`config.mk`:
```
export PLATFORM = sky130hd
export DESIGN_NAME = packet_buffer_descriptor_pool_unit
export DESIGN_NICKNAME = d
export VERILOG_FILES = /design/src/hw/rtl/pbdp_pkg.sv /design/src/hw/rtl/pbdp_entry_ram.sv /design/src/hw/rtl/pbdp_free_find.sv /design/src/hw/rtl/pbdp_op_unit.sv /design/src/hw/rtl/packet_buffer_descriptor_pool_unit.sv
export SDC_FILE = /design/constraint.sdc
export NUM_CORES = 1
export LEC_CHECK = 0
export BUFFER_PORTS_ARGS = -buffer_cell sky130_fd_sc_hd__buf_2
export CORE_MARGIN = 8
export CORE_UTILIZATION = 30
export CTS_CLUSTER_SIZE = 25
export DETAILED_ROUTE_END_ITERATION = 16
export GPL_TIMING_DRIVEN = 0
export PLACE_DENSITY = 0.47
export SLEW_MARGIN = 20
export SYNTH_ARGS = -nofsm -noshare
export SYNTH_HDL_FRONTEND = slang
export SYNTH_SLANG_ARGS = --single-unit
```
`constraint.sdc`:
```
create_clock -name clk -period 27.9 [get_ports clk]
set_input_delay 2.79 -clock clk [delete_from_list [all_inputs] [get_ports clk]]
set_output_delay 2.79 -clock clk [all_outputs]
set_load 0.01 [all_outputs]
```
`src/hw/rtl/pbdp_pkg.sv`:
```
package pbdp_pkg;

  typedef enum logic [3:0] {
    OP_ALLOC   = 4'd0,
    OP_FREE    = 4'd1,
    OP_REF     = 4'd2,
    OP_PUSH    = 4'd3,
    OP_PULL    = 4'd4,
    OP_PUT     = 4'd5,
    OP_RESERVE = 4'd6,
    OP_TRIM    = 4'd7,
    OP_RESET   = 4'd8,
    OP_QUERY   = 4'd9
  } op_t;

  typedef enum logic [2:0] {
    ST_OK      = 3'd0,
    ST_NOENTRY = 3'd1,
    ST_FREE    = 3'd2,
    ST_BOUNDS  = 3'd3,
    ST_BUSY    = 3'd4
  } status_t;

  // Word index of the headroom register on the register port
  localparam logic REG_HEADROOM = 1'b0;

  localparam logic [11:0] HEADROOM_RESET = 12'd128;
  localparam logic [15:0] REF_MAX        = 16'hFFFF;
  localparam int          ALIGN_MASK     = 7;

  typedef struct packed {
    logic [3:0]  op;
    logic [3:0]  handle;
    logic [15:0] size;
  } cmd_t;

  typedef struct packed {
    status_t     status;
    logic [3:0]  result_handle;
    logic [11:0] position;
    logic [11:0] payload_len;
    logic [11:0] head_room;
    logic [11:0] tail_room;
    logic [15:0] refs;
    logic        released;
  } rsp_t;

  typedef struct packed {
    logic take;
    logic give_back;
  } use_upd_t;

endpackage

```
`src/hw/rtl/pbdp_entry_ram.sv`:
```
module pbdp_entry_ram #(
  parameter int DEPTH = 16,
  parameter int IW    = 4,
  parameter int EW    = 40
) (
  input  logic          clk,
  input  logic          rst,
  input  logic          wr_en,
  input  logic [IW-1:0] wr_idx,
  input  logic [EW-1:0] wr_data,
  input  logic          rd_en,
  input  logic [IW-1:0] rd_idx,
  output logic [EW-1:0] rd_data
);

  logic [EW-1:0] mem [DEPTH];
  logic [EW-1:0] rd_q;
  logic [EW-1:0] byp_data;
  logic          byp;

  always_ff @(posedge clk) begin
    if (wr_en) begin
      mem[wr_idx] <= wr_data;
    end
  end

  // Forward a write landing on the same entry in the same cycle as the read
  always_ff @(posedge clk) begin
    if (rd_en) begin
      rd_q     <= mem[rd_idx];
      byp_data <= wr_data;
    end
  end

  always_ff @(posedge clk) begin
    if (rst) begin
      byp <= 1'b0;
    end else if (rd_en) begin
      byp <= wr_en && (wr_idx == rd_idx);
    end
  end

  assign rd_data = byp ? byp_data : rd_q;

endmodule

```
`src/hw/rtl/pbdp_free_find.sv`:
```
module pbdp_free_find #(
  parameter int ENTRIES = 16,
  parameter int IW      = 4
) (
  input  logic [ENTRIES-1:0] in_use,
  output logic               found,
  output logic [IW-1:0]      idx
);

  // Lowest free entry wins
  always_comb begin
    found = 1'b0;
    idx   = '0;
    for (int i = ENTRIES - 1; i >= 0; i--) begin
      if (!in_use[i]) begin
        found = 1'b1;
        idx   = IW'(i);
      end
    end
  end

endmodule

```
`src/hw/rtl/pbdp_op_unit.sv`:
```
module pbdp_op_unit #(
  parameter int POOL_ENTRIES = 16,
  parameter int BUFFER_BYTES = 2048,
  parameter int IW           = 4,
  parameter int BW           = 12,
  parameter int EW           = 40
) (
  input  pbdp_pkg::cmd_t          cmd,
  input  logic [EW-1:0]           entry,
  input  logic [POOL_ENTRIES-1:0] in_use,
  input  logic                    free_found,
  input  logic [IW-1:0]           free_idx,
  input  logic [11:0]             headroom,
  output pbdp_pkg::rsp_t          rsp,
  output logic                    wr_en,
  output logic [IW-1:0]           wr_idx,
  output logic [EW-1:0]           wr_data,
  output pbdp_pkg::use_upd_t      use_upd
);

  localparam int            CW = ((BW > 16) ? BW : 16) + 2;
  localparam logic [CW-1:0] BB = CW'(BUFFER_BYTES);

  logic [IW-1:0]     idx;
  logic              hit;
  logic              is_alloc;
  logic [CW-1:0]     off;
  logic [CW-1:0]     len;
  logic [CW-1:0]     sz;
  logic [CW-1:0]     tail;
  logic [CW-1:0]     dh;
  logic [CW-1:0]     start_hr;
  logic [CW-1:0]     need;
  logic [CW-1:0]     n_off;
  logic [CW-1:0]     n_len;
  logic [CW-1:0]     n_end;
  logic [CW-1:0]     tr;
  logic [CW-1:0]     pos;
  logic [15:0]       cnt;
  logic [15:0]       n_cnt;
  logic              rel;
  pbdp_pkg::status_t st;

  always_comb begin
    idx      = IW'(cmd.handle);
    hit      = (32'(cmd.handle) < 32'(POOL_ENTRIES)) && in_use[idx];
    is_alloc = (pbdp_pkg::op_t'(cmd.op) == pbdp_pkg::OP_ALLOC);
    off      = CW'(entry[BW-1:0]);
    len      = CW'(entry[2*BW-1:BW]);
    cnt      = entry[EW-1:2*BW];
    sz       = CW'(cmd.size);
    tail     = off + len;
    dh       = CW'(headroom);
    start_hr = (BB >= dh) ? dh : '0;
    need     = (sz + dh + CW'(pbdp_pkg::ALIGN_MASK)) & ~CW'(pbdp_pkg::ALIGN_MASK);

    n_off   = off;
    n_len   = len;
    n_cnt   = cnt;
    pos     = off;
    st      = pbdp_pkg::ST_OK;
    wr_en   = 1'b0;
    rel     = 1'b0;
    use_upd = '0;

    if (is_alloc) begin
      if (need <= BB && free_found) begin
        n_off        = start_hr;
        n_len        = '0;
        n_cnt        = 16'd1;
        pos          = start_hr;
        wr_en        = 1'b1;
        use_upd.take = 1'b1;
      end else begin
        st = pbdp_pkg::ST_NOENTRY;
      end
    end else if (!hit) begin
      st = pbdp_pkg::ST_FREE;
    end else begin
      wr_en = 1'b1;
      unique case (pbdp_pkg::op_t'(cmd.op))
        pbdp_pkg::OP_FREE: begin
          if (cnt > 16'd1) begin
            n_cnt = cnt - 16'd1;
          end else begin
            rel               = 1'b1;
            wr_en             = 1'b0;
            use_upd.give_back = 1'b1;
          end
        end
        pbdp_pkg::OP_REF: begin
          if (cnt == pbdp_pkg::REF_MAX) begin
            st = pbdp_pkg::ST_BUSY;
          end else begin
            n_cnt = cnt + 16'd1;
          end
        end
        pbdp_pkg::OP_PUSH: begin
          if (sz > off) begin
            st = pbdp_pkg::ST_BOUNDS;
          end else begin
            n_off = off - sz;
            n_len = len + sz;
            pos   = off - sz;
          end
        end
        pbdp_pkg::OP_PULL: begin
          if (sz > len) begin
            st = pbdp_pkg::ST_BOUNDS;
          end else begin
            n_off = off + sz;
            n_len = len - sz;
            pos   = off + sz;
          end
        end
        pbdp_pkg::OP_PUT: begin
          if (tail > BB || (BB - tail) < sz) begin
            st = pbdp_pkg::ST_BOUNDS;
          end else begin
            n_len = len + sz;
            pos   = tail;
          end
        end
        pbdp_pkg::OP_RESERVE: begin
          if (len != '0) begin
            st = pbdp_pkg::ST_BUSY;
          end else if (off > BB || (BB - off) < sz) begin
            st = pbdp_pkg::ST_BOUNDS;
          end else begin
            n_off = off + sz;
            pos   = off + sz;
          end
        end
        pbdp_pkg::OP_TRIM: begin
          if (len > sz) begin
            n_len = sz;
          end
        end
        pbdp_pkg::OP_RESET: begin
          n_off = start_hr;
          n_len = '0;
          pos   = start_hr;
        end
        default: begin
        end
      endcase
    end

    n_end = n_off + n_len;
    tr    = (n_end <= BB) ? (BB - n_end) : '0;

    wr_idx  = is_alloc ? free_idx : idx;
    wr_data = {n_cnt, n_len[BW-1:0], n_off[BW-1:0]};

    rsp.status        = st;
    rsp.result_handle = is_alloc ? 4'(free_idx) : cmd.handle;
    rsp.position      = pos[11:0];
    rsp.payload_len   = n_len[11:0];
    rsp.head_room     = n_off[11:0];
    rsp.tail_room     = tr[11:0];
    rsp.refs          = n_cnt;
    rsp.released      = rel;

    // Missing entries and releases report zeros
    if (st == pbdp_pkg::ST_NOENTRY || st == pbdp_pkg::ST_FREE || rel) begin
      rsp.position    = '0;
      rsp.payload_len = '0;
      rsp.head_room   = '0;
      rsp.tail_room   = '0;
      rsp.refs        = '0;
    end
    if (st == pbdp_pkg::ST_NOENTRY) begin
      rsp.result_handle = '0;
    end
  end

endmodule

```
`src/hw/rtl/packet_buffer_descriptor_pool_unit.sv`:
```
// Path: an accepted command and its descriptor read are registered in s1, and its
// result then goes to the response register. Throughput: one item per cycle unless
// a stalled response backs up s1, with a same-entry bypass on the descriptor memory read.
// Reset: in-use flags cleared, default headroom 128, pipeline empty; descriptor
// fields are not cleared and are written on allocate.
module packet_buffer_descriptor_pool_unit #(
  parameter int POOL_ENTRIES = 16,
  parameter int BUFFER_BYTES = 2048
) (
  input  logic           clk,
  input  logic           rst,
  input  logic           cmd_valid,
  output logic           cmd_stall,
  input  pbdp_pkg::cmd_t cmd,
  output logic           rsp_valid,
  input  logic           rsp_stall,
  output pbdp_pkg::rsp_t rsp,
  input  logic           psel,
  input  logic           penable,
  input  logic           pwrite,
  input  logic [2:0]     paddr,
  input  logic [31:0]    pwdata,
  output logic [31:0]    prdata,
  output logic           pready
);

  localparam int IW = (POOL_ENTRIES > 1) ? $clog2(POOL_ENTRIES) : 1;
  localparam int BW = $clog2(BUFFER_BYTES + 1);
  localparam int EW = 2 * BW + 16;

  logic [11:0]             headroom;
  logic [POOL_ENTRIES-1:0] in_use;
  logic                    s1_valid;
  pbdp_pkg::cmd_t          s1_cmd;
  logic                    accept;
  logic                    advance;
  logic [EW-1:0]           entry;
  logic                    free_found;
  logic [IW-1:0]           free_idx;
  pbdp_pkg::rsp_t          result;
  logic                    wr_en;
  logic [IW-1:0]           wr_idx;
  logic [EW-1:0]           wr_data;
  pbdp_pkg::use_upd_t      use_upd;

  assign pready = 1'b1;
  assign prdata = (paddr[2] == pbdp_pkg::REG_HEADROOM) ? {20'd0, headroom} : '0;

  always_ff @(posedge clk) begin
    if (rst) begin
      headroom <= pbdp_pkg::HEADROOM_RESET;
    end else if (psel && penable && pwrite && pready
                 && paddr[2] == pbdp_pkg::REG_HEADROOM) begin
      headroom <= pwdata[11:0];
    end
  end

  assign advance   = s1_valid && (!rsp_valid || !rsp_stall);
  assign cmd_stall = s1_valid && !advance;
  assign accept    = cmd_valid && !cmd_stall;

  always_ff @(posedge clk) begin
    if (rst) begin
      s1_valid <= 1'b0;
    end else if (accept) begin
      s1_valid <= 1'b1;
    end else if (advance) begin
      s1_valid <= 1'b0;
    end
  end

  always_ff @(posedge clk) begin
    if (accept) begin
      s1_cmd <= cmd;
    end
  end

  pbdp_entry_ram #(
    .DEPTH (POOL_ENTRIES),
    .IW    (IW),
    .EW    (EW)
  ) u_ram (
    .clk     (clk),
    .rst     (rst),
    .wr_en   (advance && wr_en),
    .wr_idx  (wr_idx),
    .wr_data (wr_data),
    .rd_en   (accept),
    .rd_idx  (IW'(cmd.handle)),
    .rd_data (entry)
  );

  pbdp_free_find #(
    .ENTRIES (POOL_ENTRIES),
    .IW      (IW)
  ) u_find (
    .in_use (in_use),
    .found  (free_found),
    .idx    (free_idx)
  );

  pbdp_op_unit #(
    .POOL_ENTRIES (POOL_ENTRIES),
    .BUFFER_BYTES (BUFFER_BYTES),
    .IW           (IW),
    .BW           (BW),
    .EW           (EW)
  ) u_op (
    .cmd        (s1_cmd),
    .entry      (entry),
    .in_use     (in_use),
    .free_found (free_found),
    .free_idx   (free_idx),
    .headroom   (headroom),
    .rsp        (result),
    .wr_en      (wr_en),
    .wr_idx     (wr_idx),
    .wr_data    (wr_data),
    .use_upd    (use_upd)
  );

  always_ff @(posedge clk) begin
    if (rst) begin
      in_use <= '0;
    end else if (advance) begin
      if (use_upd.take) begin
        in_use[wr_idx] <= 1'b1;
      end
      if (use_upd.give_back) begin
        in_use[wr_idx] <= 1'b0;
      end
    end
  end

  always_ff @(posedge clk) begin
    if (rst) begin
      rsp_valid <= 1'b0;
    end else if (advance) begin
      rsp_valid <= 1'b1;
    end else if (!rsp_stall) begin
      rsp_valid <= 1'b0;
    end
  end

  always_ff @(posedge clk) begin
    if (advance) begin
      rsp <= result;
    end
  end

endmodule

```
# ---- Word level (Yosys, flattened, before mapping)
# Memories as Yosys holds them, arrays and structs flattened. A register that Yosys moved wholly into a read port is not among the register bits.
# Index checks and enable logic that the tools add are counted.
dict set report word_totals {
  regBits 167
  ram_bits 640
  in_bits 66
  out_inout_bits 107
  wordCells 182
  mem_count 1
}
# name words word_bits read_ports rd_ports_with_merged_regs write_ports line_no
set mem_list {}
lappend mem_list {u_ram.mem 16 40 1 1 1 pbdp_entry_ram.sv:16} ;# logic [EW-1:0] mem [DEPTH];
dict set report op_classes {
  add_sub_neg 13
  order_cmp 14
  n_eq_ne 13
  muxes 96
  n_bitwise 5
  n_reduce_logical 23
}
# operator n
set ops {}
lappend ops {{$mux W18} 10}
lappend ops {{$mux W16} 10}
lappend ops {{$pmux W18 S5} 1}
lappend ops {{$mux W12} 7}
lappend ops {{$pmux W18 S4} 1}
lappend ops {{$mux W4} 17}
lappend ops {{$pmux W12 S5} 1}
lappend ops {{$mux W40} 1}
lappend ops {{$le A18 B12 Y1 const B} 2}
lappend ops {{$lt A18 B16 Y1} 2}
lappend ops {{$mux W1} 35}
lappend ops {{$add A12 B16 Y17} 2}
lappend ops {{$sub A12 B16 Y17} 2}
lappend ops {{$gt A16 B12 Y1} 2}
lappend ops {{$pmux W16 S2} 1}
lappend ops {{$add A18 B18 Y18} 1}
lappend ops {{$add A18 B3 Y18 const B} 1}
lappend ops {{$add A16 B12 Y17} 1}
lappend ops {{$mux W17} 1}
lappend ops {{$add A16 B1 Y16 const B} 1}
lappend ops {{$and A16 B16 Y16} 1}
lappend ops {{$eq A16 B16 Y1 const B} 1}
lappend ops {{$eq A4 B3 Y1 const B} 4}
lappend ops {{$gt A12 B16 Y1} 1}
lappend ops {{other kinds (33)} 58}

# ---- Logic depth before layout (Yosys ltp)
dict set report logic_depth {
  ltp_word 27
  depth_mapped 43
  ltp_nobuf 36
}

# ---- By module
# From an unflattened synthesis, not the netlist that was laid out.
dict set report unflattened {
  hier_cells 2794
  hier_area_um2 40751.6
}
# module instances cells_each area_per_inst_um2 seq_area_each_um2
set modules_own_cells {}
lappend modules_own_cells {pbdp_entry_ram 1 1135 27221.1 21640.8}
lappend modules_own_cells {pbdp_op_unit 1 1361 8954.8 0.0}
lappend modules_own_cells {packet_buffer_descriptor_pool_unit 1 264 4409.2 3483.3}
lappend modules_own_cells {pbdp_free_find 1 34 166.4 0.0}

# ---- Worst setup path after synthesis
# No wires, ideal clock.
dict set report synth_timing {
  kind {input to register}
  startpoint {in rsp_stall}
  endpoint {mem u_ram.mem[11][0] (enable)}
  setup_ps 437
  t_arrival_ps 11361
  required_ps 27463
  slack_ps 16102
  path_stages 4
  n_path_buf 1
  cell_sequence {a21boi_0 -> nand2_1 -> buf_2 -> nor2_1}
}
dict set report synth_between {
  elab_chain_len 6
}
# item line_no
set synth_lines {}
lappend synth_lines {{start: declaration} packet_buffer_descriptor_pool_unit.sv:16} ;# input logic rsp_stall,
lappend synth_lines {{$logic_not A1 Y1} n/a}
lappend synth_lines {{$logic_or A1 B1 Y1} packet_buffer_descriptor_pool_unit.sv:58} ;# assign advance = s1_valid && (!rsp_valid || !rsp_stall);
lappend synth_lines {{$logic_and A1 B1 Y1} packet_buffer_descriptor_pool_unit.sv:58}
lappend synth_lines {{$logic_and A1 B1 Y1} packet_buffer_descriptor_pool_unit.sv:85} ;# .wr_en (advance && wr_en),
lappend synth_lines {{$mux W1} pbdp_entry_ram.sv:22} ;# if (wr_en) begin
lappend synth_lines {{$mux W1 (implied by the code)} pbdp_entry_ram.sv:23} ;# mem[wr_idx] <= wr_data;
lappend synth_lines {{end: declaration} pbdp_entry_ram.sv:16}
# Every way passes these cells.

# ---- Worst setup path in the final report
dict set report layout_timing {
  startpoint {reg u_ram.byp}
  endpoint {reg rsp[20] (netlist bit), data pin}
}
dict set report layout_between {
  elab_chain_len 13
  elab_cells_between_ends 58
  cone_classes {add/sub (9); order compare (9); eq/ne (3); mux (30); bitwise (1); reduce/logical (6)}
}
# item line_no
set layout_lines {}
lappend layout_lines {{start: declaration} pbdp_entry_ram.sv:19} ;# logic byp;
lappend layout_lines {{start signal: assignment} pbdp_entry_ram.sv:39} ;# byp <= wr_en && (wr_idx == rd_idx);
lappend layout_lines {{$mux W40 *} pbdp_entry_ram.sv:43} ;# assign rd_data = byp ? byp_data : rd_q;
lappend layout_lines {{$add A12 B12 Y13} pbdp_op_unit.sv:52} ;# tail = off + len;
lappend layout_lines {{$sub A12 B13 Y14} pbdp_op_unit.sv:117} ;# if (tail > BB || (BB - tail) < sz) begin
lappend layout_lines {{$lt A18 B16 Y1} pbdp_op_unit.sv:117}
lappend layout_lines {{$logic_or A1 B1 Y1} pbdp_op_unit.sv:117}
lappend layout_lines {{$mux W18} pbdp_op_unit.sv:117}
lappend layout_lines {{$pmux W18 S5} pbdp_op_unit.sv:81} ;# unique case (pbdp_pkg::op_t'(cmd.op))
lappend layout_lines {{$mux W18} pbdp_op_unit.sv:77} ;# end else if (!hit) begin
lappend layout_lines {{$mux W18 *} pbdp_op_unit.sv:66} ;# if (is_alloc) begin
lappend layout_lines {{net u_op.n_len[4]} pbdp_op_unit.sv:35} ;# logic [CW-1:0] n_len;
lappend layout_lines {{$add A18 B18 Y18 *} pbdp_op_unit.sv:149} ;# n_end = n_off + n_len;
lappend layout_lines {{$le A18 B12 Y1 *} pbdp_op_unit.sv:150} ;# tr = (n_end <= BB) ? (BB - n_end) : '0;
lappend layout_lines {{$not A1 Y1 (no source line) *} n/a}
lappend layout_lines {{$reduce_or A2 Y1 (no source line) *} n/a}
lappend layout_lines {{end signal: assignment} packet_buffer_descriptor_pool_unit.sv:147} ;# rsp <= result;
lappend layout_lines {{end: declaration} packet_buffer_descriptor_pool_unit.sv:17} ;# output pbdp_pkg::rsp_t rsp,
# Mark *: on every way through the listed nets, which the timed path passes. The rest lies on a longest branch.
# A chain may end at the register's enable or synchronous reset.

==> metrics <==
status=complete, no violations; Critical R2R Launch=u_ram.byp$_SDFFE_PP0P_; PwrDens=just over 60 nW/um2; Total GRT Usage=18.15%; Top FF cell, synth=edfxtp_1; async set-reset flop share out of synthesis=0%; final slew viol count=0; Leak=~16 nW; Seq/Total Area, Yosys=between 60 and 70%; final worst clock skew=0.04200 ns; post-layout min period=12.65 ns; clk buf depth=3; Initial DRC Count=2570; Num CTS Buffers=89; initial antenna violation count=8; Most Frequent Cell on Critical Path=buf_2; CTS tree=built; Vert. Die Dim=386.5 um; crit path kind=register to register; met1 WL=roughly 56 mm; clock power share=38.8%; std cell rows=136; grt total ovfl=0; WHS Endpoint=rsp_valid$_SDFFE_PP0P_; Post-CTS Setup Inserts=0; Final Hold Vio Count=0; most common cell after layout, fill and taps aside=edfxtp_1; die area=between 100000 and 150000 um2; Internal Power=between 2 and 2.5 mW; CP max stage delay=a little over 0.6 ns; Worst-Margin Slew=1.228 ns; worst hold path class=register to register; Max Cap Viol=0; # DRC=0; critical path capture point type=register; final setup violation count=0; Layout fillers=13220; WP data arrival=between 10 and 15 ns; Post-synth EDFFs=approximately 800; IO Port Bufs=around 130; DRT Pass-1 Iters=8; post-synthesis cell type count=89; combinational share of power=13.1%; Max Freq=79.06 MHz; post-CTS resize count=0; Setup TNS Final=0 ns; cts hold-fix bufs=0; relative slew slack=17.58%; Final ANT Viol Nets=0; Reg power frac=about half; via-per-instance ratio=between 5 and 6; Post-Route WL=about 140 mm; largest net degree at the start of global routing=76; Clk Latency, worst-skew pair=0.69 ns; slowest CP cell=buf_1; Die W=around 390 um; Core Area=136800 um2; vias in the first global route=between 20000 and 30000; Clock Pin Slew Worst Setup and Hold Paths=roughly 0.06 ns; Starting Density=a little under a third; hold path startpoint=s1_valid$_SDFFE_PP0P_; Net count, final=3344; WHS Path Cells=2; peak supply drop=0.04502 mV; layout cells sized above 1=20.93%; met2 WL=roughly 67 mm; HPWL after DPL=between 100 and 150 mm; final period utilization=45.33%; DR WL/cell=27.92 um; Setup crit start kind=register; clock sinks=847; reg-to-reg endpoint=rsp[20]$_SDFFCE_PP0P_; Finished Core Util=35.47%; commonest non-fill, non-tap cells in the layout=edfxtp_1, mux4_2, nand2_1; P&R area growth vs syn=17.85%; placer congestion estimate=around 0.97; synthesized area per cell=14.48 um2; Ys Warns=0; WL met3=approximately 7.1 mm; via count=26950; CTS root buffer=clkbuf_16; highest metal used=met4; Worst Path Max Fanout=18; Mapped Area=slightly above 40000 um2; first-pass GRT wire length=199.6 mm; Worst EP required=roughly 28 ns; H-tree levels=3; cell count after synthesis=2844; setup slack, reg-to-reg=about 15 ns; # IOs=173; RSZ-0062 raised after global routing=false; R2R cell count=40; Sw Share=25.71%; switching power=0.7696 mW; #FFs+latches synth=847
registers in the layout (all words and copies together) (netlist names):
signal / cells
rsp: 72
s1_cmd: 24
s1_valid: 1
headroom: 12
in_use: 16
u_ram.byp_data: 40
rsp_valid: 1
u_ram.rd_q: 40
u_ram.mem: 640
u_ram.byp: 1
worst max-delay path by stage:
stage | cells past startpoint | endpoint | start
5_1_grt | 40 | rsp[20]$_SDFFCE_PP0P_ | u_ram.byp$_SDFFE_PP0P_
6_report | 40 | rsp[20]$_SDFFCE_PP0P_ | u_ram.byp$_SDFFE_PP0P_
3_3_place_gp | 4 | u_ram.mem[10][36]$_DFFE_PP_ | rsp_stall
3_5_place_dp | 40 | rsp[20]$_SDFFCE_PP0P_ | u_ram.byp$_SDFFE_PP0P_
2_1_floorplan | 4 | u_ram.mem[11][0]$_DFFE_PP_ | rsp_stall
4_1_cts | 40 | rsp[20]$_SDFFCE_PP0P_ | u_ram.byp$_SDFFE_PP0P_
final cells by class:
type | count | area [um2] | area share [%]
Buffer | 150 | 685.7 | 1.413
Multi-Input combinational cell | 1781 | 15440 | 31.82
Clock inverter | 52 | 499.2 | 1.029
Inverter | 85 | 324.1 | 0.6678
Sequential cell | 847 | 25120 | 51.77
Antenna cell | 3 | 7.507 | 0.01547
Timing Repair Buffer | 192 | 1878 | 3.870
Tap cell | 1794 | 2245 | 4.625
Clock buffer | 109 | 2323 | 4.788
power by group through the flow:
stage | combinational (mW) | sequential [mW] | clock (mW)
floorplan | 0.253 | 1.46 | 0
global placement | 0.380 | 1.47 | 0
CTS | 0.392 | 1.44 | 1.19
detailed placement | 0.390 | 1.47 | 0
global route | 0.427 | 1.44 | 1.24
finish | 0.394 | 1.44 | 1.16
critical path: cells and delay by family, from the launching register on:
kind | cells | cell delay (ns)
AO/OA/AOI/OAI | 14 | 3.68
XOR/XNOR | 2 | 0.38
adder cells (fa/ha/maj) | 3 | 1.12
buffers and inverters | 10 | 3.79
flip-flops | 1 | 0.43
multiplexers | 1 | 0.54
AND/OR/NAND/NOR | 10 | 2.50
Yosys cell counts, drive strengths merged (8+ instances only):
cell | number | area, um2
o22ai | 22 | 137.6
xnor2 | 77 | 674.4
nand2b | 23 | 143.9
nor3 | 61 | 320.3
o31ai | 8 | 60.06
a221oi | 27 | 254.0
or3 | 14 | 87.58
mux2i | 29 | 290.3
and2 | 35 | 221.5
a31oi | 40 | 250.2
nand3 | 51 | 255.2
mux2 | 17 | 191.4
inv | 84 | 315.3
xor2 | 34 | 297.8
clkbuf | 101 | 379.1
edfxtp | 816 | 24500
a211o | 8 | 70.07
nor4 | 19 | 133.9
nor2b | 38 | 237.7
o21a | 20 | 150.1
a21o | 33 | 247.7
ha | 125 | 1564
o221ai | 15 | 137.6
nand2 | 173 | 649.4
o21ai | 111 | 559.3
dfxtp | 31 | 620.6
and3 | 17 | 106.4
a21oi | 157 | 789.5
a211oi | 18 | 145.1
mux4 | 205 | 4617
o211ai | 20 | 150.1
buf | 49 | 282.8
nor2 | 171 | 646.9
or2 | 13 | 81.33
a22oi | 14 | 105.1
nand4 | 19 | 118.9
a311oi | 20 | 175.2
o21bai | 9 | 67.56
metal layers:
layer	track usage (%)	vias to the layer above
met5	0	-
met4	10.79	0
met3	2.453	349
met2	30.41	976
li1	-	11880
met1	22.37	13740
metrics by stage:
stage          total power [mW]  hold WS (ns)  instance area (um2)  worst slack [ns]  std cells
3_3_place_gp              1.851        0.4680                44140             8.171       4786
3_5_place_dp              1.856        0.4974                45670             15.36       4849
5_1_grt                   3.107        0.5287                48520             14.55       5010
2_1_floorplan             1.715        0.4528                41250             16.10       2863
4_1_cts                   3.025        0.5123                48500             15.36       5010
6_report                  2.994        0.5050                48530             15.25       5013
cell families after synthesis:
| kind of cell | after synthesis | synth area share, % |
|---|---|---|
| AOI/OAI and AO/OA | 598 | 9.717 |
| buffers and inverters | 235 | 2.382 |
| xor gates and xnor gates | 111 | 2.361 |
| other | 2 | 0.01824 |
| and+or+nand+nor | 668 | 7.985 |
| DFF | 847 | 61.01 |
| adders and majority gates | 132 | 4.139 |
| muxes | 251 | 12.38 |
(Power assumes the default switching activity.)
